[config.mk]
export PLATFORM = sky130hd
export DESIGN_NAME = feeder_motor_step_controller
export DESIGN_NICKNAME = d
export VERILOG_FILES = /design/src/rtl/core/fmsc_pkg.sv /design/src/rtl/core/feeder_motor_step_controller.sv /design/src/rtl/core/fmsc_cfg_regs.sv /design/src/rtl/core/fmsc_step_logic.sv
export VERILOG_INCLUDE_DIRS = /design/src /design/src/rtl/core
export SDC_FILE = /design/constraint.sdc
export NUM_CORES = 1
export LEC_CHECK = 0
export ABC_AREA = 1
export BUFFER_PORTS_ARGS = -buffer_cell sky130_fd_sc_hd__buf_2
export CAP_MARGIN = 10
export CORE_ASPECT_RATIO = 0.75
export CORE_UTILIZATION = 55
export CTS_CLUSTER_SIZE = 28
export DETAILED_ROUTE_END_ITERATION = 8
export GPL_ROUTABILITY_DRIVEN = 0
export GPL_TIMING_DRIVEN = 1
export MAX_ROUTING_LAYER = met4
export PLACE_DENSITY = 0.85
export RECOVER_POWER = 25
export REMOVE_ABC_BUFFERS = 1
export SLEW_MARGIN = 30
export SYNTH_ARGS = -nofsm -noshare
export SYNTH_HDL_FRONTEND = slang
export SYNTH_HIERARCHICAL = 1
export SYNTH_SLANG_ARGS = --single-unit
[constraint.sdc]
create_clock -name clk -period 4.68 [get_ports clk]
set_input_delay 0.702 -clock clk [delete_from_list [all_inputs] [get_ports clk]]
set_output_delay 0.702 -clock clk [all_outputs]
set_load 0.03 [all_outputs]
[src/rtl/core/feeder_motor_step_controller_assert.svh]
// Assertion macros for the feeder motor step controller.
// Each macro takes a label, clock, reset, an antecedent and a consequent.
`ifndef FEEDER_MOTOR_STEP_CONTROLLER_ASSERT_SVH
`define FEEDER_MOTOR_STEP_CONTROLLER_ASSERT_SVH

`ifndef NO_ASSERTIONS

// same-cycle implication
`define FMSC_ASSERT_NOW(label, clk, rst, ante, cons) \
  label: assert property (@(posedge clk) disable iff (rst) (ante) |-> (cons)) \
    else $error("fmsc assertion failed");

// next-cycle implication
`define FMSC_ASSERT_NEXT(label, clk, rst, ante, cons) \
  label: assert property (@(posedge clk) disable iff (rst) (ante) |=> (cons)) \
    else $error("fmsc assertion failed");

`else

`define FMSC_ASSERT_NOW(label, clk, rst, ante, cons)
`define FMSC_ASSERT_NEXT(label, clk, rst, ante, cons)

`endif

`endif

[src/rtl/core/fmsc_pkg.sv]
package fmsc_pkg;

  // command codes
  localparam logic [1:0] CMD_FEED   = 2'd0;
  localparam logic [1:0] CMD_SENSOR = 2'd1;
  localparam logic [1:0] CMD_TICK   = 2'd2;

  // error codes
  localparam logic [1:0] ERR_NONE   = 2'd0;
  localparam logic [1:0] ERR_CONFIG = 2'd1;
  localparam logic [1:0] ERR_BUSY   = 2'd2;

  // configuration register indexes
  localparam int unsigned CFG_IDX_W = 3;
  localparam logic [CFG_IDX_W-1:0] REG_FOUR_SENSOR = 3'd0;
  localparam logic [CFG_IDX_W-1:0] REG_PART_PITCH  = 3'd1;
  localparam logic [CFG_IDX_W-1:0] REG_FEED_SPEED  = 3'd2;
  localparam logic [CFG_IDX_W-1:0] REG_SLOW_DELAY  = 3'd3;
  localparam logic [CFG_IDX_W-1:0] REG_DIR_INVERT  = 3'd4;
  localparam int unsigned CFG_DATA_W = 16;

  // speed thresholds
  localparam logic [7:0] SLOW_SPEED_MIN  = 8'd128;
  localparam logic [7:0] HALVE_SPEED_MIN = 8'd96;

  typedef struct packed {
    logic [1:0] cmd;
    logic       ui_caused;
    logic       sensor_a;
    logic       sensor_b;
    logic       sensor_c;
    logic       sensor_d;
  } in_item_t;

  typedef struct packed {
    logic [7:0]  pwm_duty;
    logic        motor_dir;
    logic        timer_start;
    logic        timer_stop;
    logic [15:0] timer_period;
    logic [1:0]  error_code;
    logic        part_used;
    logic        busy_res;
  } out_item_t;

  typedef struct packed {
    logic        four_sensor_mode;
    logic [7:0]  part_pitch;
    logic [7:0]  feed_speed;
    logic [15:0] slow_delay;
    logic        dir_invert;
  } cfg_t;

  typedef struct packed {
    logic [7:0] steps_left;
    logic [7:0] drive_speed;
    logic [1:0] sensor_phase;
    logic       feed_busy;
    logic [7:0] duty_out;
    logic       dir_out;
  } ctrl_state_t;

endpackage

[src/rtl/core/feeder_motor_step_controller.sv]
// Channel   | Direction | Handshake          | Payload
// ----------+-----------+--------------------+---------------------------------
// in        | request   | in_valid/in_stall  | in_data: cmd, ui_caused, sensors
// out       | result    | out_valid/out_stall| out_data: duty, dir, timer, error
// cfg       | write     | cfg_valid/cfg_ready| cfg_index, cfg_data
//
// Each request passes from acceptance into the input register, then through the
// decision logic into the output register. Throughput is one request per cycle
// while the result is not stalled; the single state update sets that figure.
// Reset (rst, synchronous) clears the state, the config registers and both valids.
// A stalled result holds the output register; the input register then holds too,
// and in_stall rises only when both registers are full.
`include "feeder_motor_step_controller_assert.svh"

module feeder_motor_step_controller (
  input  logic                            clk,
  input  logic                            rst,
  input  logic                            in_valid,
  output logic                            in_stall,
  input  fmsc_pkg::in_item_t              in_data,
  output logic                            out_valid,
  input  logic                            out_stall,
  output fmsc_pkg::out_item_t             out_data,
  input  logic                            cfg_valid,
  output logic                            cfg_ready,
  input  logic [fmsc_pkg::CFG_IDX_W-1:0]  cfg_index,
  input  logic [fmsc_pkg::CFG_DATA_W-1:0] cfg_data
);
  import fmsc_pkg::*;

  cfg_t        cfg;
  ctrl_state_t state;
  ctrl_state_t state_next;
  in_item_t    in_q;
  logic        in_vld;
  out_item_t   result;
  logic        advance;
  logic        in_take;

  fmsc_cfg_regs u_cfg (
    .clk       (clk),
    .rst       (rst),
    .cfg_valid (cfg_valid),
    .cfg_ready (cfg_ready),
    .cfg_index (cfg_index),
    .cfg_data  (cfg_data),
    .cfg       (cfg)
  );

  fmsc_step_logic u_logic (
    .cfg        (cfg),
    .state      (state),
    .item       (in_q),
    .state_next (state_next),
    .result     (result)
  );

  // handshake
  assign advance  = in_vld && (!out_valid || !out_stall);
  assign in_stall = in_vld && !advance;
  assign in_take  = in_valid && !in_stall;

  // input register
  always_ff @(posedge clk) begin
    if (rst) begin
      in_vld <= 1'b0;
    end else if (in_take) begin
      in_vld <= 1'b1;
    end else if (advance) begin
      in_vld <= 1'b0;
    end
  end

  always_ff @(posedge clk) begin
    if (in_take) in_q <= in_data;
  end

  // controller state
  always_ff @(posedge clk) begin
    if (rst) begin
      state <= '0;
    end else if (advance) begin
      state <= state_next;
    end
  end

  // output register
  always_ff @(posedge clk) begin
    if (rst) begin
      out_valid <= 1'b0;
    end else if (advance) begin
      out_valid <= 1'b1;
    end else if (!out_stall) begin
      out_valid <= 1'b0;
    end
  end

  always_ff @(posedge clk) begin
    if (advance) out_data <= result;
  end

  // checks
  `FMSC_ASSERT_NOW(a_busy_tracks_steps, clk, rst, 1'b1, state.feed_busy == (state.steps_left != 8'd0))
  `FMSC_ASSERT_NOW(a_used_means_started, clk, rst, out_valid && out_data.part_used, out_data.busy_res && out_data.error_code == ERR_NONE)
  `FMSC_ASSERT_NOW(a_timer_pulses_excl, clk, rst, out_valid, !(out_data.timer_start && out_data.timer_stop))
  `FMSC_ASSERT_NEXT(a_full_stall_holds, clk, rst, in_vld && out_valid && out_stall, in_vld && out_valid)

endmodule

[src/rtl/core/fmsc_cfg_regs.sv]
module fmsc_cfg_regs (
  input  logic                            clk,
  input  logic                            rst,
  input  logic                            cfg_valid,
  output logic                            cfg_ready,
  input  logic [fmsc_pkg::CFG_IDX_W-1:0]  cfg_index,
  input  logic [fmsc_pkg::CFG_DATA_W-1:0] cfg_data,
  output fmsc_pkg::cfg_t                  cfg
);
  import fmsc_pkg::*;

  // writes are always taken
  assign cfg_ready = 1'b1;

  // register file, unknown indexes ignored
  always_ff @(posedge clk) begin
    if (rst) begin
      cfg <= '0;
    end else if (cfg_valid && cfg_ready) begin
      unique case (cfg_index)
        REG_FOUR_SENSOR: cfg.four_sensor_mode <= cfg_data[0];
        REG_PART_PITCH:  cfg.part_pitch       <= cfg_data[7:0];
        REG_FEED_SPEED:  cfg.feed_speed       <= cfg_data[7:0];
        REG_SLOW_DELAY:  cfg.slow_delay       <= cfg_data[15:0];
        REG_DIR_INVERT:  cfg.dir_invert       <= cfg_data[0];
        default: ;
      endcase
    end
  end

endmodule

[src/rtl/core/fmsc_step_logic.sv]
module fmsc_step_logic (
  input  fmsc_pkg::cfg_t        cfg,
  input  fmsc_pkg::ctrl_state_t state,
  input  fmsc_pkg::in_item_t    item,
  output fmsc_pkg::ctrl_state_t state_next,
  output fmsc_pkg::out_item_t   result
);
  import fmsc_pkg::*;

  logic [7:0] count;
  logic       hit;
  logic [1:0] phase_hit;
  logic [7:0] steps_dec;
  logic       upd;
  logic       tstart;
  logic       tstop;
  logic       used;
  logic [1:0] err;

  // step count from pitch
  assign count = cfg.four_sensor_mode ? {1'b0, cfg.part_pitch[7:1]}
                                      : {2'b00, cfg.part_pitch[7:2]};

  // valid phase transition for a sensor event
  always_comb begin
    hit       = 1'b0;
    phase_hit = state.sensor_phase;
    if (cfg.four_sensor_mode) begin
      if (!item.sensor_a && item.sensor_b && !item.sensor_c && item.sensor_d
          && state.sensor_phase == 2'd0) begin
        hit = 1'b1; phase_hit = 2'd1;
      end else if (item.sensor_a && !item.sensor_b && !item.sensor_c && item.sensor_d
                   && state.sensor_phase == 2'd1) begin
        hit = 1'b1; phase_hit = 2'd2;
      end else if (item.sensor_a && !item.sensor_b && item.sensor_c && !item.sensor_d
                   && state.sensor_phase == 2'd2) begin
        hit = 1'b1; phase_hit = 2'd3;
      end else if (!item.sensor_a && item.sensor_b && item.sensor_c && !item.sensor_d
                   && state.sensor_phase == 2'd3) begin
        hit = 1'b1; phase_hit = 2'd0;
      end
    end else begin
      // single sensor: any nonzero phase acts as phase one
      if (item.sensor_a && state.sensor_phase == 2'd0) begin
        hit = 1'b1; phase_hit = 2'd1;
      end else if (!item.sensor_a && item.sensor_b && state.sensor_phase != 2'd0) begin
        hit = 1'b1; phase_hit = 2'd0;
      end
    end
  end

  assign upd       = hit && (state.steps_left != 8'd0);
  assign steps_dec = upd ? state.steps_left - 8'd1 : state.steps_left;

  // per-command state update
  always_comb begin
    state_next = state;
    tstart     = 1'b0;
    tstop      = 1'b0;
    used       = 1'b0;
    err        = ERR_NONE;
    unique case (item.cmd)
      CMD_FEED: begin
        if (cfg.feed_speed == 8'd0 || count == 8'd0) begin
          err = ERR_CONFIG;
        end else if (state.steps_left > 8'd1 || state.feed_busy) begin
          if (!item.ui_caused) err = ERR_BUSY;
        end else begin
          state_next.feed_busy   = 1'b1;
          state_next.steps_left  = count;
          state_next.duty_out    = cfg.feed_speed;
          state_next.dir_out     = ~cfg.dir_invert;
          state_next.drive_speed = cfg.feed_speed;
          if (cfg.four_sensor_mode) begin
            state_next.sensor_phase = {item.sensor_a, item.sensor_a ^ item.sensor_d};
          end else begin
            state_next.sensor_phase = {1'b0, item.sensor_a};
          end
          used   = 1'b1;
          tstart = (cfg.feed_speed >= SLOW_SPEED_MIN) && (count == 8'd1)
                   && (cfg.slow_delay != 16'd0);
        end
      end
      CMD_SENSOR: begin
        if (state.steps_left != 8'd0 || state.feed_busy) begin
          if (hit) begin
            state_next.steps_left   = steps_dec;
            state_next.sensor_phase = phase_hit;
          end
          tstart = (steps_dec == 8'd1) && upd && (cfg.slow_delay != 16'd0);
          if (steps_dec == 8'd0) begin
            state_next.duty_out  = 8'd0;
            state_next.dir_out   = cfg.dir_invert;
            state_next.feed_busy = 1'b0;
            tstop = 1'b1;
          end
        end
      end
      CMD_TICK: begin
        if (state.steps_left != 8'd0 && state.drive_speed >= HALVE_SPEED_MIN
            && state.feed_busy) begin
          state_next.drive_speed = {1'b0, state.drive_speed[7:1]};
          state_next.duty_out    = {1'b0, state.drive_speed[7:1]};
          state_next.dir_out     = ~cfg.dir_invert;
          tstart = 1'b1;
        end
      end
      default: ;
    endcase
  end

  // result item
  always_comb begin
    result.pwm_duty     = state_next.duty_out;
    result.motor_dir    = state_next.dir_out;
    result.timer_start  = tstart;
    result.timer_stop   = tstop;
    result.timer_period = cfg.slow_delay;
    result.error_code   = err;
    result.part_used    = used;
    result.busy_res     = state_next.feed_busy;
  end

endmodule
==> impl_metrics.tcl, run 1 <==
set metrics [dict create \
    first_pass_iters 5 \
    syn-cell-area_mm2 0.00575 \
    dpl.hpwl_mm 9.17 \
    cts_buffer_depth 2 \
    grt_pass1_wl_mm 22.3 \
    hold_viol 0 \
    setup_viol 0 \
    row_count 31 \
    relSlewSlack -0.321 \
    avgViaCountPerCell 5.57 \
    die_area_mm2 0.0109 \
    cap_violations 1 \
    leakage_nw 2.67 \
    drt_wl_total_mm 13.3 \
    worstSetupPathType "register to output pin" \
    drtIter0Drc 601 \
    die_h_um 90.5 \
    place_area_mm2 0.00583 \
    final_area_mm2 0.00610 \
    avgSynthCellArea_um2 7.12 \
    yosys_warnings 6 \
    totalNegativeSetupSlack_ns 0 \
    clock_sinks 100 \
    fmax_mhz 299 \
    layout_commonest_cell "nand2_1" \
    clock_latency_ns 0.36 \
    cp-end-kind "output pin" \
    p_per_area_mw_per_mm2 348 \
    antenna_found_initial 0 \
    synthesis.instances 807 \
    grt_max_degree 57 \
    grt_usage 0.264 \
    core_mm2 0.00989 \
    vias 5343 \
    numCtsBuffers 9 \
    drcViolationCount 0 \
    cts-root-buf "clkbuf_16" \
    avgRoutedWirePerCell_um 13.9 \
    period_share 0.714 \
    syn_to_final_growth_pct 6.14 \
    status "complete, but fails checks" \
    fin_crit_ns 3.34 \
    initial_utilization 0.581 \
    portBuffers 63 \
    grt_pass1_vias 4680 \
    cts_resized 0 \
    worst_pin_slew_ns 1.98 \
    n_antenna_cell 0 \
    hold_buffers 0 \
    vdd_drop_max_mv 0.196 \
    place_inst 943 \
    cts_setup_buffers 0 \
    violations "capacitance limit, slew limit" \
    drive_gt1_frac 0.109 \
    rsz0062_at_grt "no" \
    start_kind "register" \
    die_w_um 120 \
    ant_nets 0 \
    worstPathMaxFanout 56 \
    cp.arrival_ns 2.64 \
    grt-ovfl-total 0 \
    layout_common_cells "nand2_1, nor2_1, inv_1" \
    seq_area_mm2 0.00238 \
    fin_util 0.617 \
    clock_skew_ns 0.0122 \
    cp.required_ns 3.98 \
    drv_slew 57 \
    final_cells 959 \
    nNetsFinal 855 \
    min_path_type "register to register" \
    clk_pin_slew_ns 0.07 \
    tritoncts "built" \
    nFillCells 900 \
    htreeDepth 3 \
    io_pins 65 \
    multi_input_area_mm2 0.00253 \
]
critical path, stage by stage, from the launching register on:
cell and delay (ns):
dfxtp_1 1.65, nand3_1 0.31, inv_1 0.12, buf_2 0.20
report_power, final:
| part | leakage (nW) | switching, W | internal (W) |
|---|---|---|---|
| Combinational | 1.64 | 0.000269 | 0.000128 |
| Sequential | 0.880 | 0.0000478 | 0.000950 |
| Clock | 0.146 | 0.000355 | 0.000375 |
metal layers:
| metal | GRT usage | vias up | routed length [um] |
|---|---|---|---|
| met5 | - | - | 0 |
| met4 | 0.0875 | 0 | 250 |
| met3 | 0.0625 | 25 | 1240 |
| met2 | 0.370 | 247 | 5720 |
| met1 | 0.372 | 2444 | 6110 |
| li1 | - | 2627 | - |
sequential cells by signal (all words and copies together) (netlist names):
name / flops
out_data: 31
state: 27
in_vld: 1
u_cfg/cfg: 33
in_q: 7
out_valid: 1
metrics by stage:
step                      total power, W  hold WS (ns)  setup WS (ns)
final                            0.00212         0.459           1.34
after global placement           0.00140         0.443           1.93
after CTS                        0.00213         0.460           1.78
after global routing             0.00223         0.480           1.08
after detailed placement         0.00140         0.442           1.80
after floorplan                  0.00130         0.431           1.37
path summary, 6_finish.rpt:
check,depth (start not counted),endpoint,from,slack [ns]
max,3,in_stall,in_vld$_SDFFE_PP0P_,1.34
min,0,out_data[15]$_DFFE_PP_,u_cfg/cfg[12]$_SDFFE_PP0P_,0.46
max reg2reg,16,state[15]$_SDFFE_PP0P_,state[20]$_SDFFE_PP0P_,1.65
min reg2reg,0,out_data[15]$_DFFE_PP_,u_cfg/cfg[12]$_SDFFE_PP0P_,0.46
layout make-up:
type,count,area share
Inverter,109,0.0670
Clock inverter,7,0.0113
Clock buffer,9,0.0369
Tap cell,132,0.0271
Multi-Input combinational cell,536,0.415
Timing Repair Buffer,66,0.0527
Sequential cell,100,0.390
Power figures use the tool's default switching activity.
==> inputs of run 2 (changes only) <==
clock period = 3.2 ns   (was 4.68 ns; I/O delays follow)
==> run 2 against run 1 <==
  * Power grew 46%
  * Design area up 0.47%
  * Highest routed layer unchanged
  * Worst setup slack worse by 0.86 ns
  * Sequential cell count did not move
  * Wire length rose by 2.4%
  * Cell count is 0.31% higher
  * Non-clock buffer count grew 3
  * Register-to-register slack worse by 1.2 ns
  * Critical path type is now register to register
  * Sequential share of layout area down 0.18 points
  * The flow still finishes with violations (capacitance limit, slew limit)
  * First-iteration DRC count up 13%
  * Clock skew is 0.0021 ns lower
  * Clock power is 45% higher
==> impl_metrics.tcl, run 2 (synthesis gave the netlist of run 1 again) <==
set metrics [dict create \
    numCtsBuffers 9 \
    ant_nets 0 \
    final_area_mm2 0.00613 \
    drt_wl_total_mm 13.6 \
    worstSetupPathType "register to register" \
    dpl.hpwl_mm 9.21 \
    layout_commonest_cell "nand2_1" \
    avgRoutedWirePerCell_um 14.2 \
    cts_setup_buffers 0 \
    worstPathCellList "inv_1 > o21ai_0 > nor3_1 > nand2_1 > nand2_1 > inv_2 > nand2_1 > a21oi_1 > o221ai_1 > inv_1 > nand3_1 > nand2_1 > nor2_1" \
    drcViolationCount 0 \
    htreeDepth 3 \
    cap_violations 1 \
    totalNegativeSetupSlack_ns 0 \
    clock_sinks 100 \
    grt-ovfl-total 0 \
    cts-root-buf "clkbuf_16" \
    first_pass_iters 6 \
    path_buf_inv 3 \
    io_pins 65 \
    rsz0062_at_grt "no" \
    hold_viol 0 \
    vdd_drop_max_mv 0.350 \
    post-place-ws_ns 0.584 \
    max_stage_delay_ns 0.56 \
    violations "capacitance limit, slew limit" \
    relSlewSlack -0.303 \
    antenna_found_initial 0 \
    drive_gt1_frac 0.130 \
    cp.arrival_ns 2.96 \
    period_share 0.851 \
    cp.required_ns 3.44 \
    cpMostUsedCell "nand2_1" \
    n_antenna_cell 0 \
    clock_skew_ns 0.0102 \
    die_area_mm2 0.0109 \
    status "complete, but fails checks" \
    grt_pass1_wl_mm 22.2 \
    place_area_mm2 0.00585 \
    cts_resized 0 \
    row_count 31 \
    grt_max_degree 56 \
    min_path_type "input pin to register" \
    cp_top_family "compound AO/OA/AOI/OAI gates" \
    top_register "u_cfg/cfg" \
    clock_latency_ns 0.35 \
    vias 5378 \
    layout_common_cells "nand2_1, nor2_1, inv_1" \
    grt_pass1_vias 4618 \
    cp-end-kind "register" \
    start_kind "register" \
    largest_reg_flops 33 \
    drv_slew 32 \
    worstPathMaxFanout 13 \
    clk_pin_slew_ns 0.07 \
    fmax_mhz 367 \
    cts_buffer_depth 2 \
    worst_pin_slew_ns 1.95 \
    fin_ws_ns 0.478 \
    top_regs "u_cfg/cfg (33), out_data (31), state (27)" \
    drtIter0Drc 679 \
    syn_to_final_growth_pct 6.64 \
    grt_usage 0.262 \
    die_h_um 90.5 \
    avgViaCountPerCell 5.59 \
    core_mm2 0.00989 \
    nNetsFinal 858 \
    leakage_nw 2.73 \
    portBuffers 63 \
    setup_viol 0 \
    p_per_area_mw_per_mm2 507 \
    hold_buffers 0 \
    cpMaxStageDelayCell "dfxtp_1" \
    die_w_um 120 \
    fin_crit_ns 2.72 \
    initial_utilization 0.581 \
    tritoncts "built" \
]
[run 2: report_power, final]
group	switching (W)	total (W)	internal (W)	leakage (nW)
registers	0.0000583	0.00145	0.00139	0.880
clock network	0.000478	0.00106	0.000582	0.144
logic	0.000409	0.000600	0.000191	1.71
total	0.000945	0.00311	0.00216	2.73
[run 2: worst paths after layout]
kind / start / endpoint / slack (ns) / depth (start not counted)
worst min-delay path: in_data[5] / in_q[5]$_DFFE_PP_ / 0.32 / 1
worst min register to register: u_cfg/cfg[13]$_SDFFE_PP0P_ / out_data[16]$_DFFE_PP_ / 0.46 / 0
worst max-delay path: u_cfg/cfg[33]$_SDFFE_PP0P_ / state[21]$_SDFFE_PP0P_ / 0.48 / 13
worst max register to register: u_cfg/cfg[33]$_SDFFE_PP0P_ / state[21]$_SDFFE_PP0P_ / 0.48 / 13
[run 2: routing by layer]
layer	track usage	part of all wire	up-vias
li1	-	-	2635
met1	0.368	0.46	2461
met2	0.378	0.44	255
met3	0.0473	0.076	27
met4	0.0854	0.023	0
met5	-	0	-
[run 2: metrics by stage]
stage               utilization  hold slack, ns  std cells  power [W]
floorplan                     -           0.431        745    0.00190
global placement          0.591           0.442        946    0.00205
detailed placement        0.591           0.446        946    0.00206
CTS                       0.620           0.313        962    0.00311
global route              0.620           0.312        962    0.00325
finish                    0.620           0.319        962    0.00311
[run 2: final cells by class]
| cell class | instances | area [um^2] |
|---|---|---|
| Timing Repair Buffer | 69 | 355 |
| Fill cell | 905 | 3760 |
| Inverter | 109 | 409 |
| Tap cell | 132 | 165 |
| Clock buffer | 12 | 258 |
| Clock inverter | 4 | 31.3 |
| Multi-Input combinational cell | 536 | 2530 |
| Sequential cell | 100 | 2380 |
